### src/hw/rtl/ifdd_pkg.sv
// Shared constants, result codes and types for the information frame deframer.
`timescale 1ns / 1ps

package ifdd_pkg;

  // Line bytes
  localparam logic [7:0] FLAG_BYTE = 8'h7E;
  localparam logic [7:0] ESC_BYTE  = 8'h7D;

  // Low seven bits of the supervision reply control byte
  localparam logic [6:0] ACK_LOW = 7'h05;
  localparam logic [6:0] REJ_LOW = 7'h01;

  // Reset value of the address register
  localparam logic [7:0] ADDR_RESET = 8'h03;

  // Default saturation limit of the payload byte count
  localparam int MAX_PAYLOAD_BYTES_DEF = 1024;

  // Result kinds
  localparam logic [1:0] KIND_PAYLOAD = 2'd0;
  localparam logic [1:0] KIND_GOOD    = 2'd1;
  localparam logic [1:0] KIND_ERROR   = 2'd2;
  localparam logic [1:0] KIND_REPEAT  = 2'd3;

  // Fixed-width part of one result
  typedef struct packed {
    logic [1:0] kind;
    logic [7:0] data_byte;
    logic [7:0] reply_control;
  } frm_res_t;

endpackage

### src/hw/rtl/ifdd_frame.sv
// Frame hunt, header check, de-stuffing and frame-end check for one byte per cycle in which step is high.
`timescale 1ns / 1ps

module ifdd_frame import ifdd_pkg::*; #(
  parameter int MAX_PAYLOAD_BYTES = MAX_PAYLOAD_BYTES_DEF,
  localparam int LenW = $clog2(MAX_PAYLOAD_BYTES + 1)
) (
  input  logic            clk,
  input  logic            rst_n,
  input  logic            step,        // process rx_byte this cycle
  input  logic [7:0]      rx_byte,
  input  logic [7:0]      address_byte,
  output logic            res_valid,
  output frm_res_t        res,
  output logic [LenW-1:0] res_len
);

  localparam logic [2:0] ST_START = 3'd0;
  localparam logic [2:0] ST_FLAG  = 3'd1;
  localparam logic [2:0] ST_ADDR  = 3'd2;
  localparam logic [2:0] ST_CTRL  = 3'd3;
  localparam logic [2:0] ST_DATA  = 3'd4;

  localparam logic [LenW-1:0] LenMax = LenW'(MAX_PAYLOAD_BYTES);

  logic [2:0]      state_r, state_nxt;
  logic            esc_r, esc_nxt;
  logic [7:0]      check_r, check_nxt;
  logic [7:0]      held_r, held_nxt;
  logic            held_valid_r, held_valid_nxt;
  logic [LenW-1:0] count_r, count_nxt;
  logic            seq_r, seq_nxt;

  logic [7:0] ctrl_exp;
  logic [7:0] ctrl_other;
  logic       take;       // byte goes into the payload hold stage

  assign ctrl_exp   = {seq_r, 7'd0};
  assign ctrl_other = {~seq_r, 7'd0};

  // Next state and result for the byte at hand
  always_comb begin
    state_nxt      = state_r;
    esc_nxt        = esc_r;
    check_nxt      = check_r;
    held_nxt       = held_r;
    held_valid_nxt = held_valid_r;
    count_nxt      = count_r;
    seq_nxt        = seq_r;
    res_valid      = 1'b0;
    res            = '0;
    res_len        = '0;
    take           = 1'b0;

    unique case (state_r)
      ST_START: begin
        if (rx_byte == FLAG_BYTE) state_nxt = ST_FLAG;
      end
      ST_FLAG: begin
        if (rx_byte == FLAG_BYTE)         state_nxt = ST_FLAG;
        else if (rx_byte == address_byte) state_nxt = ST_ADDR;
        else                              state_nxt = ST_START;
      end
      ST_ADDR: begin
        if (rx_byte == FLAG_BYTE) begin
          state_nxt = ST_FLAG;
        end else if (rx_byte == ctrl_exp) begin
          state_nxt = ST_CTRL;
        end else if (rx_byte == ctrl_other) begin
          // repeated frame: acknowledge again right away
          state_nxt         = ST_START;
          res_valid         = 1'b1;
          res.kind          = KIND_REPEAT;
          res.reply_control = {seq_r, ACK_LOW};
        end else begin
          state_nxt = ST_START;
        end
      end
      ST_CTRL: begin
        if (rx_byte == FLAG_BYTE) begin
          state_nxt = ST_FLAG;
        end else if (rx_byte == (address_byte ^ ctrl_exp)) begin
          state_nxt      = ST_DATA;
          esc_nxt        = 1'b0;
          check_nxt      = '0;
          held_nxt       = '0;
          held_valid_nxt = 1'b0;
          count_nxt      = '0;
        end else begin
          state_nxt = ST_START;
        end
      end
      ST_DATA: begin
        if (esc_r) begin
          esc_nxt = 1'b0;
          take    = 1'b1;
        end else if (rx_byte == ESC_BYTE) begin
          esc_nxt = 1'b1;
        end else if (rx_byte == FLAG_BYTE) begin
          // closing flag: held byte must equal XOR of the payload
          state_nxt = ST_START;
          res_valid = 1'b1;
          res_len   = count_r;
          if (held_valid_r && (check_r == held_r)) begin
            seq_nxt           = ~seq_r;
            res.kind          = KIND_GOOD;
            res.reply_control = {~seq_r, ACK_LOW};
          end else begin
            res.kind          = KIND_ERROR;
            res.reply_control = {~seq_r, REJ_LOW};
          end
          esc_nxt        = 1'b0;
          check_nxt      = '0;
          held_nxt       = '0;
          held_valid_nxt = 1'b0;
          count_nxt      = '0;
        end else begin
          take = 1'b1;
        end
      end
      default: state_nxt = ST_START;
    endcase

    // Payload byte: release the held one, hold the new one
    if (take) begin
      if (held_valid_r) begin
        res_valid     = 1'b1;
        res.kind      = KIND_PAYLOAD;
        res.data_byte = held_r;
        check_nxt     = check_r ^ held_r;
        if (count_r < LenMax) count_nxt = count_r + 1'b1;
      end
      held_nxt       = rx_byte;
      held_valid_nxt = 1'b1;
    end
  end

  // Control state
  always_ff @(posedge clk) begin
    if (!rst_n) begin
      state_r      <= ST_START;
      esc_r        <= 1'b0;
      check_r      <= '0;
      held_r       <= '0;
      held_valid_r <= 1'b0;
      count_r      <= '0;
      seq_r        <= 1'b0;
    end else if (step) begin
      state_r      <= state_nxt;
      esc_r        <= esc_nxt;
      check_r      <= check_nxt;
      held_r       <= held_nxt;
      held_valid_r <= held_valid_nxt;
      count_r      <= count_nxt;
      seq_r        <= seq_nxt;
    end
  end

endmodule

### src/hw/rtl/info_frame_destuffing_deframer.sv
// Top level of the information frame deframer: input register, frame logic, output register.
`timescale 1ns / 1ps

// Usage:
//   in_*  : one received line byte per transfer (in_rx_byte), valid/ready.
//   out_* : zero or one result per line byte: a de-stuffed payload byte
//           (released one byte late), or a frame-end report (good, check
//           error/empty, repeated frame) with the reply control byte and the
//           saturating payload length. valid/ready.
//   cfg_* : write of the address register; write only while the block idles.
// Path: a byte taken into the input register is processed by the frame logic
// into the output register, and its result is presented on out_* from there.
// Throughput: one byte per cycle while out_ready holds, as the frame state is
// updated on each step between the input register and the output register.
// Stall: while a result waits on out_ready, one more byte is taken into the
// input register; further input waits until the result is taken.
// Reset: hunts for a flag, expected sequence bit 0, address register 0x03.
module info_frame_destuffing_deframer import ifdd_pkg::*; #(
  parameter int MAX_PAYLOAD_BYTES = MAX_PAYLOAD_BYTES_DEF,
  localparam int LenW = $clog2(MAX_PAYLOAD_BYTES + 1)
) (
  input  logic            clk,
  input  logic            rst_n,
  // line bytes
  input  logic            in_valid,
  output logic            in_ready,
  input  logic [7:0]      in_rx_byte,
  // results
  output logic            out_valid,
  input  logic            out_ready,
  output logic [1:0]      out_kind,
  output logic [7:0]      out_data_byte,
  output logic [7:0]      out_reply_control,
  output logic [LenW-1:0] out_payload_length,
  // address register write
  input  logic            cfg_valid,
  output logic            cfg_ready,
  input  logic [7:0]      cfg_address_byte
);

  logic            in_valid_r;
  logic [7:0]      byte_r;
  logic            out_valid_r;
  frm_res_t        res_r;
  logic [LenW-1:0] len_r;
  logic [7:0]      addr_r;

  logic            step;
  logic            res_valid;
  frm_res_t        res;
  logic [LenW-1:0] res_len;

  // Byte in the input register moves on when the output register is free
  assign step      = in_valid_r && (!out_valid_r || out_ready);
  assign in_ready  = !in_valid_r || step;
  assign cfg_ready = 1'b1;

  // Address register
  always_ff @(posedge clk) begin
    if (!rst_n) begin
      addr_r <= ADDR_RESET;
    end else if (cfg_valid) begin
      addr_r <= cfg_address_byte;
    end
  end

  // Input register
  always_ff @(posedge clk) begin
    if (!rst_n) begin
      in_valid_r <= 1'b0;
    end else if (in_ready) begin
      in_valid_r <= in_valid;
    end
  end

  always_ff @(posedge clk) begin
    if (in_valid && in_ready) byte_r <= in_rx_byte;
  end

  ifdd_frame #(
    .MAX_PAYLOAD_BYTES(MAX_PAYLOAD_BYTES)
  ) u_frame (
    .clk         (clk),
    .rst_n       (rst_n),
    .step        (step),
    .rx_byte     (byte_r),
    .address_byte(addr_r),
    .res_valid   (res_valid),
    .res         (res),
    .res_len     (res_len)
  );

  // Output register
  always_ff @(posedge clk) begin
    if (!rst_n) begin
      out_valid_r <= 1'b0;
    end else if (step) begin
      out_valid_r <= res_valid;
    end else if (out_ready) begin
      out_valid_r <= 1'b0;
    end
  end

  always_ff @(posedge clk) begin
    if (step && res_valid) begin
      res_r <= res;
      len_r <= res_len;
    end
  end

  assign out_valid          = out_valid_r;
  assign out_kind           = res_r.kind;
  assign out_data_byte      = res_r.data_byte;
  assign out_reply_control  = res_r.reply_control;
  assign out_payload_length = len_r;

  // A byte waiting in the input register is neither lost nor changed
  assert property (@(posedge clk) disable iff (!rst_n)
    in_valid_r && !step |=> in_valid_r && $stable(byte_r))
    else $error("input register dropped or changed a waiting byte");

  // Only frame-end reports carry a length
  assert property (@(posedge clk) disable iff (!rst_n)
    out_valid && (out_kind == KIND_PAYLOAD || out_kind == KIND_REPEAT)
      |-> out_payload_length == '0)
    else $error("length on a result that is not a frame end");

  // Good frames and repeats acknowledge, errors reject
  assert property (@(posedge clk) disable iff (!rst_n)
    out_valid && (out_kind == KIND_GOOD || out_kind == KIND_REPEAT)
      |-> out_reply_control[6:0] == ACK_LOW)
    else $error("acknowledge reply has wrong control code");

  assert property (@(posedge clk) disable iff (!rst_n)
    out_valid && out_kind == KIND_ERROR |-> out_reply_control[6:0] == REJ_LOW)
    else $error("reject reply has wrong control code");

  // Data byte is zero except on payload results
  assert property (@(posedge clk) disable iff (!rst_n)
    out_valid && out_kind != KIND_PAYLOAD |-> out_data_byte == 8'd0)
    else $error("data byte set on a frame-end result");

endmodule
### config.mk
export PLATFORM = sky130hd
export DESIGN_NAME = info_frame_destuffing_deframer
export DESIGN_NICKNAME = d
export VERILOG_FILES = /design/src/hw/rtl/ifdd_pkg.sv /design/src/hw/rtl/ifdd_frame.sv /design/src/hw/rtl/info_frame_destuffing_deframer.sv
export SDC_FILE = /design/constraint.sdc
export NUM_CORES = 1
export LEC_CHECK = 0
export BUFFER_PORTS_ARGS = -buffer_cell sky130_fd_sc_hd__buf_2
export CAP_MARGIN = 5
export CORE_UTILIZATION = 51
export CTS_CLUSTER_DIAMETER = 200
export DETAILED_ROUTE_END_ITERATION = 8
export PLACE_DENSITY = 0.75
export SLEW_MARGIN = 15
export SYNTH_ARGS = -nofsm -noshare
export SYNTH_HDL_FRONTEND = slang
export SYNTH_SLANG_ARGS = --single-unit
### constraint.sdc
create_clock -name clk -period 3.5 [get_ports clk]
set_clock_uncertainty 0.2 [all_clocks]
set_input_delay 0.875 -clock clk [delete_from_list [all_inputs] [get_ports clk]]
set_output_delay 0.875 -clock clk [all_outputs]
set_load 0.01 [all_outputs]
# After elaboration in Yosys (flattened, before gate mapping)
# Cells that the tools add are included.
[word_totals]
mem_count = 0
word_cells = 142
rom_bits = 0
latchBits = 0
ram_bits = 0
register_bits = 80
out_inout_bits = 32
[classes]
multipliers = 0
shifts = 0
n_div = 0
bitwise_logic = 7
addsub = 1
magnitude_cmp = 1
n_reduce_logical = 18
n_eq_ne = 22
muxes = 78
[ops]
columns = ["op", "n"]
rows = [
  ["$mux 8", 19],
  ["$mux 11", 8],
  ["$pmux 8 s2", 3],
  ["$eq 8x8->1", 5],
  ["$mux 3", 9],
  ["$mux 1", 22],
  ["$pmux 11 s2", 1],
  ["$mux 10", 2],
  ["$mux 2", 9],
  ["$eq 8x7->1 const B", 2],
  ["$xor 8x8->8", 2],
  ["$pmux 3 s5", 1],
  ["$add 11x1->11 const B", 1],
  ["$lt 11x11->1 const B", 1],
  ["$reduce_and 7->1", 1],
  ["$eq 3x2->1 const B", 2],
  ["$ne 2x1->1 const B", 3],
  ["$ne 2x2->1 const B", 3],
  ["$ne 3x1->1 const B", 2],
  ["$ne 3x2->1 const B", 2],
  ["$pmux 1 s2", 3],
  ["$reduce_and 6->1", 1],
  ["$not 1->1", 5],
  ["$reduce_and 5->1", 1],
  ["13 further kinds", 19],
]

# Depth between registers and ports, before layout
# Gate-level depths: netlist (run 1).
[depth]
depth_word = 9
mapped_depth = 8
ltp_nobuf = 6

# Cells and area by module
# Synthesis (run 1) repeated with hierarchy kept, for this count alone.
[unflattened]
cells_unflattened = 372
area_unflattened_um2 = 3718.6
[modules_own_cells]
columns = ["module", "instances", "area_per_inst_um2", "seq_area_each_um2", "cells_per_inst"]
rows = [
  ["ifdd_frame", 1, 2197.1, 660.6, 294],
  ["info_frame_destuffing_deframer", 1, 1521.5, 1311.3, 78],
]

# Least setup slack after synthesis (run 1)
# Ideal clock, no wire load.
[synth_timing]
kind = "register to register"
from = "register byte_r[7]"
to = "register res_r, in the netlist out_data_byte[0] (enable)"
arrival_ns = 3.189
setup_time_ns = 0.420
required_time_ns = 2.880
slack_ns = -0.309
stages_incl_launch_ff = 8
synth_period_minus_slack_ns = 3.809
path_cell_list = "edfxtp_1 buf_2 or3b_1 clkbuf_1 or4_4 clkbuf_1 clkbuf_1 a31oi_1"
[synth_via]
elab_chain_cells = 8
[synth_rtl]
columns = ["item", "line_no", "source"]
rows = [
  ["from (decl)", "info_frame_destuffing_deframer.sv:42", "logic [7:0] byte_r;"],
  ["from (signal assigned)", "info_frame_destuffing_deframer.sv:77", "if (in_valid && in_ready) byte_r <= in_rx_byte;"],
  ["$eq 8x7->1 or $eq 8x8->1 (tied branches)", "ifdd_frame.sv:65, ifdd_frame.sv:99, ifdd_frame.sv:69", ""],
  ["$mux 1, on equally long branches", "ifdd_frame.sv:99, ifdd_frame.sv:69", ""],
  ["$mux 1, on equally long branches", "ifdd_frame.sv:97, ifdd_frame.sv:67", ""],
  ["$mux 1, on equally long branches", "ifdd_frame.sv:94, ifdd_frame.sv:65", ""],
  ["$pmux 1 s2", "ifdd_frame.sv:55", "unique case (state_r)"],
  ["$mux 1", "ifdd_frame.sv:126", "if (held_valid_r) begin"],
  ["$mux 1 (*)", "ifdd_frame.sv:125", "if (take) begin"],
  ["$logic_and 1x1->1 (*)", "info_frame_destuffing_deframer.sv:105", "if (step && res_valid) begin"],
  ["to (signal assigned)", "info_frame_destuffing_deframer.sv:106", "res_r <= res;"],
  ["to (decl)", "info_frame_destuffing_deframer.sv:44", "frm_res_t res_r;"],
]
# Every way passes the cells marked *; elsewhere a longest branch is shown, timed or not.
# A chain may end at the register's enable or synchronous reset.

# Worst setup path in the final report (run 1)
[layout_timing]
from = "register byte_r[7]"
to = "register u_frame.seq_r"
[layout_via]
elab_chain_cells = 3
[layout_rtl]
columns = ["item", "line_no", "source"]
rows = [
  ["$eq 8x7->1", "ifdd_frame.sv:97", "end else if (rx_byte == ESC_BYTE) begin"],
  ["$not 1->1 (no line)", "--", ""],
  ["$reduce_and 6->1 (no line) (*)", "--", ""],
  ["to (signal assigned)", "ifdd_frame.sv:155", "seq_r <= seq_nxt;"],
  ["to (decl)", "ifdd_frame.sv:32", "logic seq_r, seq_nxt;"],
]
# Marked as above.

==> results.tsv, run 1 <==
stage	metric	value	unit
run_status	status	completed	
global_route	grt.overflow.total	0	
cells_and_area	diodes	0	
timing	tns	0	ps
detailed_routing	ant_nets	0	
synthesis	syn_inst	362	
detailed_routing	met1_length	3600	microns
synthesis	ys_seq_area_share	50.5	%
cells_and_area	n_fill_cell	603	
timing	whs	295	ps
clocking	clock-sinks	75	
global_route	grt_pass1_vias	2555	
setup_path	cp.required	3590	ps
floorplan	fp-row-count	30	
detailed_routing	wl_met3	385	microns
timing	final_max_slew_viol_count	0	
setup_path	crit_path_frequent_cell	or4_4	
placement	dpl_worst_slack	571	ps
floorplan	io-pin-count	53	
placement	numPortBuffers	46	
detailed_routing	drc	0	
power_and_ir_drop	powerDensity	386	nW/um^2
setup_path	cp-endpoint	u_frame.seq_r	
setup_path	cp_cell_sequence	or3b_1 > or4_4 > or4_4 > or3_1 > a21oi_1	
placement	dp_hpwl	5280	microns
synthesis	ys_types	51	
global_route	grt_usage	21.5	%
synthesis	synth_edf_count	32	
clocking	h-tree-depth	3	
floorplan	die_x	86.1	microns
cells_and_area	area_delta_synth_final	14.2	%
power_and_ir_drop	clockPowerShare	36.9	%
clocking	post_cts_buffers	0	
clocking	worstSkewPairLatency	350	ps
detailed_routing	drt_pass1_iterations	4	
detailed_routing	vias	2931	
detailed_routing	wl_met2	3540	microns
setup_path	max_stage_delay	660	ps
setup_path	critical_path.slowest_cell	or4_4	
setup_path	rr_worst_depth	5	
floorplan	dieArea	7420	sq um
clocking	numCtsBuffers	9	
synthesis	yosysTopAreaCellShare	26.6	%
timing	finalCritPeriodShare	84.3	%
synthesis	syn_area	3610	sq um
setup_path	cp_max_fo	21	
power_and_ir_drop	switching_share	23.6	%
detailed_routing	finalWirelength	7680	microns
job	cap_violations	0	
timing	min_period	2950	ps
synthesis	yosys_most_used_dff	dfxtp_1	
cells_and_area	final_common_cell	buf_2	
power_and_ir_drop	power.switching	0.375	mW
power_and_ir_drop	p_int	1.22	mW
placement	gp_congestion	0.811	
timing	hold_viol	0	
detailed_routing	viasPerCell	5.79	
floorplan	dieHeight	86.1	microns
setup_path	critPathCaptureType	flop	
timing	setup_ws	549	ps
setup_path	critical_path_arrival	3040	ps
cells_and_area	stdcell_count	506	
global_route	grt_pass1_wl	12300	microns
min_path	min_path_type	reg2reg	
setup_path	regToRegEndpoint	u_frame.seq_r	
power_and_ir_drop	power_leakage	1.50	nW
placement	placed_cells	491	
power_and_ir_drop	power_frac_seq	58.8	%
cells_and_area	nets	428	
synthesis	ys_seq_elements	75	
setup_path	path_class	reg2reg	
clocking	post_cts_resized	0	
synthesis	post-synth-top-area-cell	edfxtp_1	
clocking	cts-root-buf	clkbuf_8	
synthesis	yosysWarnings	0	
power_and_ir_drop	finalPower	1.59	mW
setup_path	startpoint	byte_r[7]	
cells_and_area	drive_gt1_share	19.3	%
detailed_routing	first_iter_violations	204	
synthesis	avgSynthCellArea	9.97	sq um
timing	worst_slew_pin_slew	621	ps
power_and_ir_drop	ir_drop	0.284	mV
clocking	path_clk_slew	80	ps
synthesis	ys_top_cells_by_area	edfxtp_1 (27%), dfxtp_1 (24%), a21oi_1 (5.4%)	
setup_path	startpoint_type	flop	
power_and_ir_drop	combPwrFrac	4.4	%
global_route	grt_max_degree	22	
global_route	grt_antenna_before_repair	0	
timing	max_freq	339	MHz
detailed_routing	top_layer	met4	
setup_path	r2r_slack	550	ps
clocking	hold_buffers	0	
synthesis	synth-async-reset-ratio	0	%
timing	rsz0062_at_grt	false	
setup_path	r2r-start	byte_r[7]	
timing	setup_violations	0	
cells_and_area	final_cell_mix	buf_2 (46), dfxtp_1 (43), a21oi_1 (39)	
timing	slew_headroom	57.9	%
clocking	cts.path.max_buffers	2	
floorplan	core	6830	sq um
detailed_routing	wl_per_cell	15.2	microns
clocking	cts_tree	done	
floorplan	start_util	52.8	%
layer usage:
layer / vias to the layer above / GRT usage [%]
li1: 1442 / -
met4: 0 / 9.85
met2: 93 / 33.1
met1: 1380 / 29.1
met5: - / 0
met3: 16 / 4.23
Yosys cell counts (5+ instances only):
library cell	n
dfxtp_1	43
a21oi_1	39
edfxtp_1	32
nand2_1	24
and2_1	22
clkbuf_1	21
nand4_1	19
xnor2_1	15
nand2b_1	13
nor2_1	13
o21ai_0	12
a311oi_1	10
mux2i_1	9
nand4b_1	9
buf_4	6
nor3_1	6
a41oi_1	5
area by class of cell:
cell class / count / area (sq um) / area share, %
clock inverters: 5 / 30.0 / 0.729
well taps: 96 / 120 / 2.91
multi-input cells: 256 / 1650 / 40.1
inverters: 5 / 18.8 / 0.455
flip-flops and latches: 75 / 1820 / 44.2
clock buffers: 10 / 138 / 3.34
repair buffers: 59 / 340 / 8.26
kinds of logic (layout without fill, tap and decap cells):
logic type	after synthesis	after routing	synth area share (%)
compound gates	89	89	15.8
xor+xnor	17	17	4.54
simple gates	134	134	21.8
buf+inv	35	79	4.33
fa+ha+maj	1	1	0.347
mux	9	9	2.50
flops	75	75	50.5
other cells	2	6	0.208
sequential cells by signal, summed over array words and instances, names as in the netlist:
signal                cells
out_kind                  2
u_frame.count_r          11
addr_r                    8
u_frame.check_r           8
out_payload_length       11
in_valid_r                1
u_frame.held_r            8
u_frame.esc_r             1
u_frame.held_valid_r      1
out_valid                 1
u_frame.state_r           3
out_data_byte             8
u_frame.seq_r             1
byte_r                    8
out_reply_control         3
worst max-delay path: cells and delay by family (launching register included):
| family | cells | cell delay, ps |
|---|---|---|
| compound gates | 1 | 130 |
| flops | 1 | 510 |
| simple gates | 4 | 2040 |
worst min path at each step:
stage / startpoint / end / slack (ps) / cells past startpoint
2_1_floorplan: u_frame.esc_r / u_frame.esc_r / 240 / 2
3_3_place_gp: u_frame.esc_r / u_frame.esc_r / 270 / 2
3_5_place_dp: u_frame.esc_r / u_frame.esc_r / 270 / 2
4_1_cts: u_frame.esc_r / u_frame.esc_r / 290 / 2
5_1_grt: u_frame.check_r[7] / u_frame.check_r[7] / 330 / 2
6_report: u_frame.check_r[7] / u_frame.check_r[7] / 290 / 2
per-stage QoR:
step,util (%),instance area (sq um)
4_1_cts,60.3,4120
5_1_grt,60.3,4120
6_report,60.3,4120
3_5_place_dp,57.9,3950
2_1_floorplan,-,3630
3_3_place_gp,57.9,3950
power groups by stage:
stage	registers [mW]	logic (mW)	clock network (mW)
final	0.935	0.0696	0.587
after floorplan	0.945	0.0563	0
after global placement	0.955	0.0674	0
after CTS	0.935	0.0694	0.591
after global routing	0.937	0.0758	0.631
after detailed placement	0.955	0.0693	0
(Power assumes the default switching activity.)
==> inputs of run 2 (changes only) <==
Settings changed: CORE_UTILIZATION 51 to 57, PLACE_DENSITY 0.75 to 0.8.
Clock period 3.5 ns to 2.76 ns, I/O delays scaled along.
==> run 2 against run 1 <==
- power is 50% higher
- critical endpoint unchanged
- cell count is 2.8% lower
- flip-flop and latch count stayed put
- core utilization is 10 points higher
- final area is 3.5% higher
- via count is 3.2% higher
- global-route usage is 5.8 points higher
- register-to-register slack worse by 430 ps
- clock-buffer cell count is 1 higher
==> results.tsv, run 2 (synthesized netlist as in run 1, its figures left out) <==
stage	metric	value	unit	change
run_status	status	completed		
power_and_ir_drop	clockPowerShare	46.6	%	+9.7 points
detailed_routing	ant_nets	0		unchanged
cells_and_area	nets	434		+1.4%
clocking	post_cts_buffers	0		unchanged
detailed_routing	finalWirelength	8090	microns	+5.4%
detailed_routing	first_iter_violations	308		+51%
timing	rsz0062_at_grt	false		
clocking	cts.path.max_buffers	2		unchanged
setup_path	cp_num_buf_inv	0		unchanged
cells_and_area	drive_gt1_share	21.1	%	+1.8 points
power_and_ir_drop	switching_share	19.7	%	-3.9 points
detailed_routing	vias	3024		+3.2%
cells_and_area	area_delta_synth_final	18.2	%	
detailed_routing	drt_pass1_iterations	6		+2
timing	tns	0	ps	unchanged
power_and_ir_drop	p_int	1.92	mW	+58%
cells_and_area	final_cell_mix	buf_2 (46), dfxtp_1 (42), a21oi_1 (39)		
power_and_ir_drop	powerDensity	560	nW/um^2	+45%
timing	min_period	2640	ps	-313 ps
global_route	grt_pass1_vias	2805		+9.8%
setup_path	cp_max_fo	6		-71%
placement	gp_congestion	0.878		+8.3%
setup_path	critical_path.slowest_cell	or4_4		
floorplan	start_util	59.9	%	+7.1 points
global_route	grt_pass1_wl	13500	microns	+9.6%
global_route	grt.overflow.total	0		unchanged
clocking	clock-sinks	75		unchanged
detailed_routing	drc	0		unchanged
cells_and_area	final_common_cell	buf_2		
cells_and_area	final_core_util	70.8	%	+10 points
clocking	cts-root-buf	clkbuf_8		
cells_and_area	n_fill_cell	469		-22%
timing	final_max_slew_viol_count	0		unchanged
timing	max_freq	379	MHz	+12%
placement	placed_cells	476		-3.1%
clocking	numCtsBuffers	9		unchanged
power_and_ir_drop	power_frac_seq	49.4	%	-9.4 points
setup_path	cp_cell_sequence	or3b_1 > or4_4 > or4_4 > or3_1 > a21oi_1		
placement	dp_hpwl	5310	microns	+0.40%
floorplan	dieArea	6660	sq um	-10%
setup_path	path_class	reg2reg		
power_and_ir_drop	combPwrFrac	4.0	%	-0.4 points
timing	finalCritPeriodShare	95.6	%	+11 points
setup_path	crit_family	simple AND/OR/NAND/NOR gates		
setup_path	cp.required	2850	ps	-740 ps
placement	numPortBuffers	46		unchanged
detailed_routing	viasPerCell	6.15		+6.1%
min_path	min_path_type	reg2reg		
power_and_ir_drop	ir_drop	0.489	mV	+72%
global_route	grt_usage	27.2	%	+5.8 points
setup_path	critPathCaptureType	flop		
cells_and_area	diodes	0		unchanged
floorplan	dieHeight	81.6	microns	-5.3%
cells_and_area	stdcell_count	492		-2.8%
global_route	grt_max_degree	36		+64%
floorplan	die_x	81.6	microns	-5.3%
power_and_ir_drop	power.switching	0.471	mW	+26%
job	cap_violations	0		unchanged
clocking	worstSkewPairLatency	350	ps	about the same
setup_path	max_stage_delay	580	ps	-80 ps
floorplan	fp-row-count	28		-6.7%
clocking	cts_tree	done		
power_and_ir_drop	power_leakage	1.58	nW	+5.3%
timing	whs	294	ps	-1.06 ps
setup_path	critical_path_arrival	2720	ps	-320 ps
detailed_routing	wl_per_cell	16.5	microns	+8.4%
clocking	path_clk_slew	70	ps	about the same
floorplan	core	6030	sq um	-12%
timing	setup_violations	0		unchanged
global_route	grt_antenna_before_repair	0		unchanged
timing	hold_viol	0		unchanged
setup_path	startpoint_type	flop		
floorplan	io-pin-count	53		unchanged
clocking	h-tree-depth	3		unchanged
setup_path	crit_path_frequent_cell	or4_4		
[run 2: changes by cell type in the layout (fill, tap and decap cells not counted), sizes merged]
cell and change:
clkbuf +1, buf +6, clkinv -2, clkinvlp -2, bufinv +4
[run 2: worst reg2reg max path, stage by stage (launching register included)]
cell	delay, ps
dfxtp_1	370
or3b_1	410
or4_4	550
or4_4	580
or3_1	320
a21oi_1	140
[run 2: final timing paths]
path                            from             to  slack, ps  depth (start not counted)
setup / recovery  u_frame.state_r[0]  u_frame.seq_r        120                          5
hold / removal         u_frame.esc_r  u_frame.esc_r        290                          2
setup reg to reg  u_frame.state_r[0]  u_frame.seq_r        120                          5
hold reg to reg        u_frame.esc_r  u_frame.esc_r        290                          2
[run 2: cell type report]
cell class | count | area, sq um | share of cell area (%)
sequential | 75 | 1820 | 42.7
multi-input combinational | 256 | 1680 | 39.3
timing repair buffer | 65 | 385 | 9.03
clock buffer | 11 | 141 | 3.31
clock inverter | 5 | 125 | 2.93
tap | 75 | 93.8 | 2.20
inverter | 5 | 18.8 | 0.440
[run 2: what timing repair did]
item	in CTS	in global routing
setup endpoints to repair	0	4
hold buffers	0	0
resized for setup	0	2
[run 2: routing by layer]
| metal | GRT usage (%) | wire, microns |
|---|---|---|
| met1 | 35.1 | 3470 |
| met4 | 10.2 | 68 |
| met5 | 0 | 0 |
| met2 | 43.7 | 3940 |
| met3 | 7.56 | 612 |
[run 2: power groups by stage]
| stage | clock network [mW] | registers [mW] | logic, mW |
|---|---|---|---|
| finish | 1.11 | 1.18 | 0.0954 |
| global route | 1.17 | 1.18 | 0.105 |
| CTS | 1.12 | 1.18 | 0.0945 |
| detailed placement | 0 | 1.21 | 0.0943 |
| global placement | 0 | 1.21 | 0.0910 |
| floorplan | 0 | 1.20 | 0.0727 |
[run 2: metrics by stage]
stage | power (mW) | cell area (sq um) | worst slack (ps)
floorplan | 1.27 | 3670 | -53.7
global placement | 1.30 | 3990 | 207
detailed placement | 1.30 | 3990 | 142
CTS | 2.39 | 4260 | 128
global route | 2.46 | 4270 | 64.9
finish | 2.39 | 4270 | 122
==> inputs of run 3 (changes only) <==
Settings changed: CORE_UTILIZATION 57 to 43, PLACE_DENSITY 0.8 to unset, TNS_END_PERCENT set to 20.
==> run 3 against run 2 <==
- maximum frequency rose by 0.92%
- flip-flop and latch count unchanged
- global-route usage is 6.8 points lower
- cell count is 7.1% higher
- final area shrank 0.15%
- wire length is 2.1% higher
- core utilization decreased by 19 points
- critical path depth unchanged
- die area rose by 32%
- clock power decreased by 24%
- first-iteration DRC count fell by 35%
- critical path type unchanged
- largest power group unchanged
==> results.tsv, run 3 (synthesized netlist as in run 1, its figures left out) <==
stage	metric	value	unit	change
detailed_routing	drc	0		unchanged
setup_path	r2r-start	u_frame.state_r[0]		
timing	final_max_slew_viol_count	0		unchanged
clocking	post_cts_buffers	0		unchanged
setup_path	r2r_slack	150	ps	+20 ps
clocking	hold_buffers	0		unchanged
floorplan	start_util	44.2	%	-16 points
global_route	grt_pass1_wl	13700	microns	+1.6%
run_status	status	completed		
power_and_ir_drop	powerDensity	500	nW/um^2	-11%
min_path	worstHoldEndpoint	u_frame.check_r[7]		
cells_and_area	nets	439		+1.2%
timing	hold_viol	0		unchanged
timing	max_freq	383	MHz	+0.92%
min_path	min_path_type	reg2reg		
power_and_ir_drop	power_leakage	1.57	nW	-0.64%
timing	setup_ws	146	ps	+24.1 ps
cells_and_area	drive_gt1_share	21.6	%	+0.46 points
clocking	clock-sinks	75		unchanged
setup_path	cp.required	2850	ps	about the same
placement	place_area	4070	sq um	+1.9%
clocking	cts-root-buf	clkbuf_8		
cells_and_area	stdcell_count	527		+7.1%
power_and_ir_drop	finalPower	2.13	mW	-11%
job	cap_violations	0		unchanged
setup_path	critPathCaptureType	flop		
global_route	grt_pass1_vias	2728		-2.7%
timing	setup_violations	0		unchanged
clocking	cts.path.max_buffers	2		unchanged
placement	dp_hpwl	5700	microns	+7.4%
global_route	grt.overflow.total	0		unchanged
placement	dpl_worst_slack	159	ps	+16.5 ps
clocking	post_cts_resized	0		unchanged
global_route	grt_usage	20.5	%	-6.8 points
power_and_ir_drop	ir_drop	0.360	mV	-26%
setup_path	regToRegEndpoint	u_frame.seq_r		
cells_and_area	final_common_cell	buf_2		
clocking	h-tree-depth	3		unchanged
setup_path	path_class	reg2reg		
timing	finalCritPeriodShare	94.7	%	-0.87 points
setup_path	cp_max_fo	6		unchanged
clocking	path_clk_slew	80	ps	about the same
cells_and_area	final_core_util	52.1	%	-19 points
detailed_routing	finalWirelength	8260	microns	+2.1%
clocking	numCtsBuffers	9		unchanged
min_path	hp-start	u_frame.check_r[7]		
cells_and_area	final_cell_mix	buf_2 (46), dfxtp_1 (42), a21oi_1 (39)		
detailed_routing	first_iter_violations	199		-35%
cells_and_area	area_delta_synth_final	18.0	%	
detailed_routing	ant_nets	0		unchanged
placement	placed_cells	511		+7.4%
detailed_routing	drt_pass1_iterations	4		-2
global_route	grt_antenna_before_repair	0		unchanged
global_route	grt_max_degree	27		-25%
floorplan	dieHeight	93.6	microns	+15%
setup_path	critical_path_arrival	2710	ps	about the same
cells_and_area	final_area	4260	sq um	-0.15%
floorplan	io-pin-count	53		unchanged
detailed_routing	viasPerCell	5.52		-10%
floorplan	fp-row-count	33		+18%
cells_and_area	diodes	0		unchanged
min_path	holdPathStages	2		unchanged
floorplan	dieArea	8760	sq um	+32%
timing	whs	299	ps	+4.78 ps
placement	numPortBuffers	46		unchanged
floorplan	die_x	93.6	microns	+15%
timing	min_period	2610	ps	-24.1 ps
timing	tns	0	ps	unchanged
floorplan	core	8180	sq um	+36%
clocking	cts_tree	done		
setup_path	startpoint_type	flop		
detailed_routing	vias	2907		-3.9%
detailed_routing	wl_per_cell	15.7	microns	-4.7%
placement	gp_congestion	0.819		-6.7%
clocking	worstSkewPairLatency	350	ps	about the same
timing	rsz0062_at_grt	false		
setup_path	rr_worst_depth	5		unchanged
-- run 3: routing by layer --
layer	global-route usage (%)	vias to the layer above	part of all wire, %
met4	7.56	0	1.6
met3	4.72	11	4.8
met5	0	-	0
met2	32.2	74	46
li1	-	1453	-
met1	27.5	1369	48
-- run 3: layout make-up --
class,count,area [sq um]
multi-input combinational,256,1670
tap,105,131
fill,773,3920
clock inverter,5,52.6
inverter,5,18.8
timing repair buffer,70,423
sequential,75,1820
clock buffer,11,141
-- run 3: power by group --
group          internal [mW]  switching (mW)  total (mW)  leakage (nW)
combinational         0.0437          0.0574       0.101         0.766
sequential              1.16          0.0168        1.18         0.706
clock                  0.438           0.411       0.849         0.101
-- run 3: how the worst max path moves through the flow --
stage,slack (ps),from,to,cells after the start
6_report,150,u_frame.state_r[0],u_frame.seq_r,5
5_1_grt,30,u_frame.state_r[2],u_frame.seq_r,5
4_1_cts,140,u_frame.state_r[2],u_frame.seq_r,5
3_5_place_dp,160,u_frame.state_r[2],u_frame.seq_r,5
3_3_place_gp,190,u_frame.state_r[2],u_frame.seq_r,5
2_1_floorplan,-50,byte_r[7],out_data_byte[0],7
-- run 3: worst max-delay path, stage by stage, from the launching register on --
cell and delay [ps]:
dfxtp_1 360, or3b_1 410, or4_4 560, or4_4 570, or3_1 320, a21oi_1 140
